===== config.mk =====
export PLATFORM = sky130hd
export DESIGN_NAME = hrlc_parse
export DESIGN_NICKNAME = d
export VERILOG_FILES = /design/src/hdl/hrlc_pkg.sv /design/src/hdl/hrlc_parse.sv
export SDC_FILE = /design/constraint.sdc
export NUM_CORES = 1
export LEC_CHECK = 0
export ABC_AREA = 1
export BUFFER_PORTS_ARGS = -buffer_cell sky130_fd_sc_hd__buf_4
export CORE_AREA = 5 5 74 76
export CTS_BUF_LIST = sky130_fd_sc_hd__clkbuf_8
export DETAILED_ROUTE_END_ITERATION = 8
export DIE_AREA = 0 0 79 81
export PLACE_DENSITY = 0.8
export SYNTH_ARGS = -nofsm -noshare
export SYNTH_HDL_FRONTEND = slang
export SYNTH_SLANG_ARGS = --single-unit

===== constraint.sdc =====
create_clock -name i_clk -period 2.9 [get_ports i_clk]
set_clock_uncertainty 0.2 [all_clocks]
set_input_delay 0.29 -clock i_clk [delete_from_list [all_inputs] [get_ports i_clk]]
set_output_delay 0.29 -clock i_clk [all_outputs]
set_load 0.005 [all_outputs]

===== src/hdl/hrlc_pkg.sv =====
`default_nettype none

package hrlc_pkg;

    localparam int PATH_LIMIT_DEFAULT = 64;
    localparam int METHOD_COUNT = 5;
    localparam int VERSION_COUNT = 3;

    localparam logic [7:0] SPACE_CHAR = 8'h20;
    localparam logic [7:0] SLASH_CHAR = 8'h2F;
    localparam logic [6:0] TOKEN_POS_MAX = 7'd127;

    localparam logic [1:0] VERDICT_OK = 2'd0;
    localparam logic [1:0] VERDICT_BAD_REQUEST = 2'd1;
    localparam logic [1:0] VERDICT_PATH_TOO_LONG = 2'd2;
    localparam logic [1:0] VERDICT_BAD_VERSION = 2'd3;

    localparam logic [2:0] METHOD_GET = 3'd0;
    localparam logic [2:0] METHOD_POST = 3'd1;
    localparam logic [2:0] METHOD_PUT = 3'd2;
    localparam logic [2:0] METHOD_PATCH = 3'd3;
    localparam logic [2:0] METHOD_DELETE = 3'd4;
    localparam logic [2:0] METHOD_NONE = 3'd5;

    localparam logic [1:0] VERSION_1_0 = 2'd0;
    localparam logic [1:0] VERSION_1_1 = 2'd1;
    localparam logic [1:0] VERSION_2 = 2'd2;
    localparam logic [1:0] VERSION_NONE = 2'd3;

    // Token texts are right-justified: the last character sits in bits [7:0].
    localparam logic [47:0] METHOD_TEXT [METHOD_COUNT] = '{
        48'("GET"), 48'("POST"), 48'("PUT"), 48'("PATCH"), 48'("DELETE")
    };
    localparam logic [2:0] METHOD_LEN [METHOD_COUNT] = '{3'd3, 3'd4, 3'd3, 3'd5, 3'd6};

    localparam logic [63:0] VERSION_TEXT [VERSION_COUNT] = '{
        64'("HTTP/1.0"), 64'("HTTP/1.1"), 64'("HTTP/2")
    };
    localparam logic [3:0] VERSION_LEN [VERSION_COUNT] = '{4'd8, 4'd8, 4'd6};

    typedef struct packed {
        logic       valid;
        logic       eol;
        logic [7:0] line_byte;
    } t_step;

    typedef struct packed {
        logic [1:0] verdict;
        logic [2:0] method_code;
        logic [1:0] version_code;
        logic [6:0] path_length;
    } t_result;

    function automatic logic [METHOD_COUNT-1:0] method_byte_mask(
        input logic [6:0] pos,
        input logic [7:0] c
    );
        logic [METHOD_COUNT-1:0] m;
        logic [2:0]              sh;
        logic [47:0]             t;
        m = '0;
        for (int i = 0; i < METHOD_COUNT; i++) begin
            sh = METHOD_LEN[i] - 3'd1 - pos[2:0];
            t  = METHOD_TEXT[i] >> {sh, 3'b000};
            m[i] = (pos < {4'd0, METHOD_LEN[i]}) && (t[7:0] == c);
        end
        return m;
    endfunction

    function automatic logic [VERSION_COUNT-1:0] version_byte_mask(
        input logic [6:0] pos,
        input logic [7:0] c
    );
        logic [VERSION_COUNT-1:0] m;
        logic [3:0]               sh;
        logic [63:0]              t;
        m = '0;
        for (int i = 0; i < VERSION_COUNT; i++) begin
            sh = VERSION_LEN[i] - 4'd1 - {1'b0, pos[2:0]};
            t  = VERSION_TEXT[i] >> {sh[2:0], 3'b000};
            m[i] = (pos < {3'd0, VERSION_LEN[i]}) && (t[7:0] == c);
        end
        return m;
    endfunction

    function automatic logic [METHOD_COUNT-1:0] method_len_mask(input logic [6:0] pos);
        logic [METHOD_COUNT-1:0] m;
        for (int i = 0; i < METHOD_COUNT; i++) begin
            m[i] = (pos == {4'd0, METHOD_LEN[i]});
        end
        return m;
    endfunction

    function automatic logic [VERSION_COUNT-1:0] version_len_mask(input logic [6:0] pos);
        logic [VERSION_COUNT-1:0] m;
        for (int i = 0; i < VERSION_COUNT; i++) begin
            m[i] = (pos == {3'd0, VERSION_LEN[i]});
        end
        return m;
    endfunction

    function automatic logic [2:0] method_first(input logic [METHOD_COUNT-1:0] m);
        logic [2:0] code;
        if (m[0]) begin
            code = METHOD_GET;
        end else if (m[1]) begin
            code = METHOD_POST;
        end else if (m[2]) begin
            code = METHOD_PUT;
        end else if (m[3]) begin
            code = METHOD_PATCH;
        end else if (m[4]) begin
            code = METHOD_DELETE;
        end else begin
            code = METHOD_NONE;
        end
        return code;
    endfunction

    function automatic logic [1:0] version_first(input logic [VERSION_COUNT-1:0] m);
        logic [1:0] code;
        if (m[0]) begin
            code = VERSION_1_0;
        end else if (m[1]) begin
            code = VERSION_1_1;
        end else if (m[2]) begin
            code = VERSION_2;
        end else begin
            code = VERSION_NONE;
        end
        return code;
    endfunction

endpackage

`default_nettype wire


===== src/hdl/hrlc_parse.sv =====
`default_nettype none

module hrlc_parse import hrlc_pkg::*; #(
    parameter int PATH_LIMIT = PATH_LIMIT_DEFAULT
) (
    input  wire logic    i_clk,
    input  wire logic    i_rst_n,
    input  wire t_step   i_step,
    output t_result      o_result
);

    localparam int PATH_W = $clog2(PATH_LIMIT + 2);
    localparam logic [PATH_W-1:0] PATH_SAT = PATH_W'(PATH_LIMIT + 1);
    localparam logic [PATH_W-1:0] PATH_MAX = PATH_W'(PATH_LIMIT);
    localparam logic [PATH_W-1:0] PATH_ONE = PATH_W'(1);

    logic [1:0]               r_token_number, n_token_number;
    logic [6:0]               r_token_pos, n_token_pos;
    logic [METHOD_COUNT-1:0]  r_method_cand, n_method_cand;
    logic [VERSION_COUNT-1:0] r_version_cand, n_version_cand;
    logic [PATH_W-1:0]        r_path_count, n_path_count;
    logic                     r_path_slash, n_path_slash;
    logic                     r_between, n_between;
    logic                     r_extra, n_extra;

    logic [METHOD_COUNT-1:0]  close_method;
    logic [VERSION_COUNT-1:0] close_version;
    logic [2:0]               method_code;
    logic [1:0]               version_code;
    logic [PATH_W+6:0]        path_ext;
    logic [1:0]               tn_open;
    logic                     extra_open;
    logic [6:0]               byte_pos;

    // Position of the current byte inside its token.
    assign byte_pos = r_between ? 7'd0 : r_token_pos;

    // The candidate sets as they stand once the current token is closed.
    always_comb begin
        close_method  = r_method_cand;
        close_version = r_version_cand;
        if (!r_between && !r_extra) begin
            if (r_token_number == 2'd1) begin
                close_method = r_method_cand & method_len_mask(r_token_pos);
            end
            if (r_token_number == 2'd3) begin
                close_version = r_version_cand & version_len_mask(r_token_pos);
            end
        end
    end

    always_comb begin
        method_code  = (r_token_number >= 2'd1) ? method_first(close_method) : METHOD_NONE;
        version_code = (r_token_number >= 2'd3) ? version_first(close_version) : VERSION_NONE;
        path_ext     = {7'd0, r_path_count};
        o_result.method_code  = method_code;
        o_result.version_code = version_code;
        o_result.path_length  = path_ext[6:0];
        if (method_code == METHOD_NONE || r_token_number != 2'd3 || r_extra) begin
            o_result.verdict = VERDICT_BAD_REQUEST;
        end else if (version_code == VERSION_NONE) begin
            o_result.verdict = VERDICT_BAD_VERSION;
        end else if (r_path_count == PATH_ONE && !r_path_slash) begin
            o_result.verdict = VERDICT_BAD_REQUEST;
        end else if (r_path_count > PATH_MAX) begin
            o_result.verdict = VERDICT_PATH_TOO_LONG;
        end else begin
            o_result.verdict = VERDICT_OK;
        end
    end

    always_comb begin
        n_token_number = r_token_number;
        n_token_pos    = r_token_pos;
        n_method_cand  = r_method_cand;
        n_version_cand = r_version_cand;
        n_path_count   = r_path_count;
        n_path_slash   = r_path_slash;
        n_between      = r_between;
        n_extra        = r_extra;
        tn_open        = r_token_number;
        extra_open     = r_extra;
        if (i_step.valid) begin
            if (i_step.eol) begin
                n_token_number = 2'd0;
                n_token_pos    = 7'd0;
                n_method_cand  = '1;
                n_version_cand = '1;
                n_path_count   = '0;
                n_path_slash   = 1'b0;
                n_between      = 1'b1;
                n_extra        = 1'b0;
            end else if (i_step.line_byte == SPACE_CHAR) begin
                n_method_cand  = close_method;
                n_version_cand = close_version;
                n_between      = 1'b1;
            end else begin
                if (r_between) begin
                    if (r_token_number == 2'd3) begin
                        extra_open = 1'b1;
                    end else begin
                        tn_open = r_token_number + 2'd1;
                    end
                    n_token_number = tn_open;
                    n_extra        = extra_open;
                    n_between      = 1'b0;
                end
                if (!extra_open) begin
                    if (tn_open == 2'd1) begin
                        n_method_cand = r_method_cand
                                      & method_byte_mask(byte_pos, i_step.line_byte);
                    end else if (tn_open == 2'd2) begin
                        if (r_between) begin
                            n_path_count = PATH_ONE;
                            n_path_slash = (i_step.line_byte == SLASH_CHAR);
                        end else if (r_path_count < PATH_SAT) begin
                            n_path_count = r_path_count + PATH_ONE;
                        end
                    end else if (tn_open == 2'd3) begin
                        n_version_cand = r_version_cand
                                       & version_byte_mask(byte_pos, i_step.line_byte);
                    end
                end
                if (r_between) begin
                    n_token_pos = 7'd1;
                end else if (r_token_pos < TOKEN_POS_MAX) begin
                    n_token_pos = r_token_pos + 7'd1;
                end
            end
        end
    end

    always_ff @(posedge i_clk) begin
        if (!i_rst_n) begin
            r_token_number <= 2'd0;
            r_token_pos    <= 7'd0;
            r_method_cand  <= '1;
            r_version_cand <= '1;
            r_path_count   <= '0;
            r_path_slash   <= 1'b0;
            r_between      <= 1'b1;
            r_extra        <= 1'b0;
        end else begin
            r_token_number <= n_token_number;
            r_token_pos    <= n_token_pos;
            r_method_cand  <= n_method_cand;
            r_version_cand <= n_version_cand;
            r_path_count   <= n_path_count;
            r_path_slash   <= n_path_slash;
            r_between      <= n_between;
            r_extra        <= n_extra;
        end
    end

endmodule

`default_nettype wire


### Yosys cells after proc, flatten, opt, wreduce, memory -nomap -nowiden

Index checks and enable logic that the tools add are counted.
Widths: inputs -> output; s select.

* memories kept: 0
* register bits: 27
* output and inout bits: 14
* memory bits (writable): 0
* input port bits: 12
* latch bits: 0
* memory bits (read-only): 0

* mux-type cells: 60
* bitwise gates (word level): 4
* multiply operators: 0
* shift-type cells: 8
* equality and inequality tests: 30
* $add $sub $neg: 9
* order comparisons: 10
* reductions and logical operators: 27
* divide/modulo/power cells: 0

Operator list (number)
* $shr 63x6->8 const A: 2
* $shr 47x6->8 const A: 2
* $mux 7: 12
* $eq 8x8->1: 8
* $shr 23x6->8 const A: 2
* $mux 3: 13
* $shr 39x6->8 const A: 1
* $shr 31x6->8 const A: 1
* $mux 5: 6
* $mux 2: 13
* $eq 7x3->1 const B: 3
* $lt 7x3->1 const B: 3
* $eq 8x6->1 const B: 2
* $mux 1: 16
* $add 7x1->7 const B: 2
* $lt 7x7->1 const B: 2
* $reduce_and 6->1: 2
* $reduce_bool 3->1: 4
* $sub 3x3->3 const A: 4
* $and 5x5->5: 2
* $logic_and 1x1->1: 10
* $ne 3x3->1 const B: 3
* $eq 2x2->1 const B: 4
* $ne 2x2->1 const B: 4
* 19 further kinds: 27

### Longest topological paths before layout

* depth in word-level cells: 14
* mapped depth: 15

### Worst setup path after synthesis

No wires, ideal clock.

* path type: reg2reg
* start point: register r_token_pos[1]
* end point: register r_method_cand[3]
* data arrival time: 2.274 ns
* setup time: 0.059 ns
* required time: 2.641 ns
* period minus slack after synthesis: 2.534 ns
* stages on the path, launching flop included: 14
* buffers on the path: 0
* slack: 0.366 ns
* cells stage by stage: dfxtp_1 > inv_1 > nor2_1 > inv_1 > ha_1 > inv_1 > ha_1 > o21ai_0 > nor2_1 > nor3_1 > nand3_1 > nand2_1 > nand2_1 > nand2_1

* cells in the longest elaborated chain, start to end: 10
* elaborated cells on any way between the ends: 15
* classes of those cells: add/sub: 1; order compare: 1; eq/ne: 2; shift: 1; mux: 7; bitwise: 2; reduce/logical: 1

RTL lines
* start: declaration: RTL line hrlc_parse.sv:18 `logic [6:0] r_token_pos, n_token_pos;`
* start signal: assignment: RTL line hrlc_parse.sv:145 `r_token_pos <= n_token_pos;`
* $mux 7: RTL line hrlc_parse.sv:36 `assign byte_pos = r_between ? 7'd0 : r_token_pos;`
* $sub 3x3->3: RTL line hrlc_pkg.sv:63 `sh = METHOD_LEN[i] - 3'd1 - pos[2:0];`
* $shr 39x6->8: RTL line hrlc_pkg.sv:64 `t = METHOD_TEXT[i] >> {sh, 3'b000};`
* $eq 8x8->1: RTL line hrlc_pkg.sv:65 `m[i] = (pos < {4'd0, METHOD_LEN[i]}) && (t[7:0] == c);`
* $logic_and 1x1->1: RTL line hrlc_pkg.sv:65
* $and 5x5->5: RTL line hrlc_parse.sv:111 `& method_byte_mask(byte_pos, i_step.line_byte);`
* $mux 5: RTL line hrlc_parse.sv:109 `if (tn_open == 2'd1) begin`
* $mux 5: RTL line hrlc_parse.sv:108 `if (!extra_open) begin`
* $mux 5 (*): RTL line hrlc_parse.sv:93 `end else if (i_step.line_byte == SPACE_CHAR) begin`
* $mux 5 (*): RTL line hrlc_parse.sv:84 `if (i_step.eol) begin`
* end signal: assignment: RTL line hrlc_parse.sv:146 `r_method_cand <= n_method_cand;`
* end: declaration: RTL line hrlc_parse.sv:19 `logic [METHOD_COUNT-1:0] r_method_cand, n_method_cand;`

Mark *: on every way between the ends. The rest lies on a longest branch, timed or not. The select of a mux whose other input is x is not followed.
A chain may end at the register's enable or synchronous reset.

==> results.md <==
* Global Route Usage Sum at 0.2499
* Worst Hold Path Cells at 2
* HP Class: input pin to flop
* R2r worst-path depth at 13
* Initial antenna violation count at 0
* DRC Markers at 0
* Wl on met1 at 3376 um
* Synth area leaders: dfxtp_1, nand2_1, ha_1
* Power Dens Cells at 276.8 mW/mm^2
* Row count at 25
* DR WL met3 at 502 um
* Clock Sink Count at 27
* DRT Pass-1 Iters at 5
* Initial core utilization at 0.5992
* Starting DRT DRC Count at approximately 280
* Gpl congestion at just under 1
* Final period util at 0.8852
* Sequential share of the synthesized area at 0.1935
* Setup CP Type: flop to output pin
* FF+latch count, synth at 27
* R2R setup slack at between 400 and 500 ps
* Vias at 2950
* Max FO, Critical Path at 7
* Slew at the pin closest to its max-slew limit at ~480 ps
* Cell count after placement at 524
* Detailed Route WL at 7503 um
* Yosys warns at 0
* Fmax achieved at between 0.3 and 0.4 GHz
* Area grow syn2layout at 9.588%
* Number of buffers added on ports at 25
* Layout fillers at ~420
* Fin cells at ~530
* Share of post-route cells with drive strength above 1 at 0.1245
* Worst Hold Launch: i_rst_n
* Routed Antenna Nets at 0
* Leakage at roughly 0.0015 uW
* Setup TNS at 0 ps
* Post-Syn Area per Cell at approximately 6.2 um^2
* FFs w/ async S/R, synth at 0
* # setup viols final at 0
* CP arrival at roughly 2100 ps
* DP Wirelength at roughly 6000 um
* DIE AREA at roughly 0.0064 mm^2
* Nets at slightly above 500
* Post-synthesis instance area at 0.002793 mm^2
* Top Metal Used: met4
* Crit path required time at about 2400 ps
* Setup bufs post-CTS at 0
* Hold Vio Cnt, Final at 0
* Grt ovf at 0
* H-Tree Depth at 1
* Largest net degree at the start of global routing at 15
* Die width at around 79 um
* CP peak stage delay at around 380 ps
* Dominant cell type by area after synthesis: dfxtp_1
* Ant diodes at 0
* Startpoint types: flop
* Top_reg_cell synth: dfxtp_1
* CTS Buf Count at 3
* Latest clock arrival within the worst-skew pair at 280 ps
* Final count of pins violating max slew at 0
* Max Cap Viol at 0
* CTS tree: built
* Top cells by count, synth: nand2_1, inv_1, nor2_1
* Post-synth top area share at 0.1935
* RSZ-0062 raised after global routing: no
* # hold bufs at CTS at 0
* Crit path cell chain: inv_1 > ha_1 > nand3_1 > nor2_2 > nor2_1 > nor2_1 > nand2_1 > nand2_1 > nand2_1 > nand2_1 > nand2_1 > nand2_1 > nand2_1 > nor2_1 > buf_4
* Status: completed
* Synthesized instance count at 450
* First-pass GRT wire length at about 13000 um
* Peak supply drop at roughly 0.27 mV
* Slew headroom at 0.6791
* Setup crit end kind: output pin
* Hold Crit Endpoint: r_method_cand[1]
* Reg-to-Reg End: r_method_cand[3]
* CP dominant cell by count: nand2_1
* Resized cells post-CTS at 0
* Wire length on met2 at 3472 um
* Vias in the first global route at around 2800
* Vias per cell at roughly 5.6
* DR WL/cell at 14.21 um
* Slowest-stage cell, CP: dfxtp_2
* Die Height at a little over 80 um
* Root buf cell: clkbuf_8
* Clock buffer depth at 2
* Synth unique cells at 39
* Tmin final at approximately 2600 ps
* EDFF count, synth at 0
* Most common cell in the netlist: nand2_1
* CTS clock-pin slew for the worst setup and hold paths at 100 ps
* CORE AREA at 0.004661 mm^2
* Reg2reg start: r_between
* Syn nets at roughly 490
* # IOs at 26
## cell type report
type / instances / area, um^2 / share of cell area
Tap cell: 54 / 67.56 / 0.02208
Timing Repair Buffer: 28 / 210.2 / 0.06868
Sequential cell: 27 / 543.0 / 0.1774
Clock buffer: 3 / 41.29 / 0.01349
Multi-Input combinational cell: 355 / 1969 / 0.6435
Inverter: 60 / 225.2 / 0.07359
Clock inverter: 1 / 3.754 / 0.001226
## stage by stage
step           cell area [um^2]  hold WS [ps]  total power [uW]  utilization  setup WS [ps]
2_1_floorplan              2793         205.9             569.4            -          366.2
3_3_place_gp               3010         234.2             627.5       0.6459          438.0
3_5_place_dp               3010         239.8             631.2       0.6459          322.7
4_1_cts                    3055         90.45             850.6       0.6556          139.9
5_1_grt                    3060         87.96             898.6       0.6566          16.58
6_report                   3060         92.54             847.3       0.6566          332.8
## metal layers
layer / vias to the layer above / global-route usage
met3: 13 / 0.03769
met4: 0 / 0.07216
met2: 118 / 0.4318
met5: - / 0
li1: 1503 / -
met1: 1316 / 0.3232
## how the worst max path moves through the flow
stage / from / endpoint / slack [ps] / depth (start not counted)
CTS: r_token_pos[0] / o_result[13] / 140 / 12
global route: r_token_pos[0] / o_result[13] / 20 / 15
finish: r_token_pos[0] / o_result[13] / 330 / 15
global placement: r_between / r_method_cand[3] / 440 / 12
detailed placement: r_between / r_method_cand[3] / 320 / 13
floorplan: r_token_pos[1] / r_method_cand[3] / 370 / 13
## logic make-up after synthesis
logic type / count (synthesis) / synth area share
XOR/XNOR: 24 / 0.07527
AO/OA/AOI/OAI: 59 / 0.1250
adder cells (fa/ha/maj): 23 / 0.1030
AND/OR/NAND/NOR: 249 / 0.4010
buffers and inverters: 68 / 0.1021
flip-flops: 27 / 0.1935
## cell usage in the layout, fill, tap and decap left out, types with 4 or more instances in the layout
cell / n
a21oi_1: 19
nand2_1: 128
buf_4: 28
nand3_1: 39
inv_2: 9
o21ai_0: 18
nor3_1: 15
dfxtp_1: 25
ha_1: 23
nand2_2: 4
xor2_1: 20
nand4_1: 6
nor2_1: 42
inv_1: 52
xnor2_1: 4
## flip-flops by register name (all words and copies together), names as in the netlist
signal / flops
r_version_cand: 3
r_token_number: 2
r_extra: 1
r_path_slash: 1
r_between: 1
r_path_count: 7
r_method_cand: 5
r_token_pos: 7
## report_power, final
part | leakage (uW) | switching (uW) | internal, uW
clock | 0.0000269 | 123 | 95.3
sequential | 0.000221 | 19.1 | 389
combinational | 0.00121 | 144 | 77.4
total | 0.00146 | 286 | 561
## worst max-delay path, delay by kind of cell, from the launching register on
family	cells	cell delay, ps
buf+inv	2	240
flops	1	380
simple gates	12	1040
fa+ha+maj	1	160
Note: power is estimated with default switching activity, not from simulation.
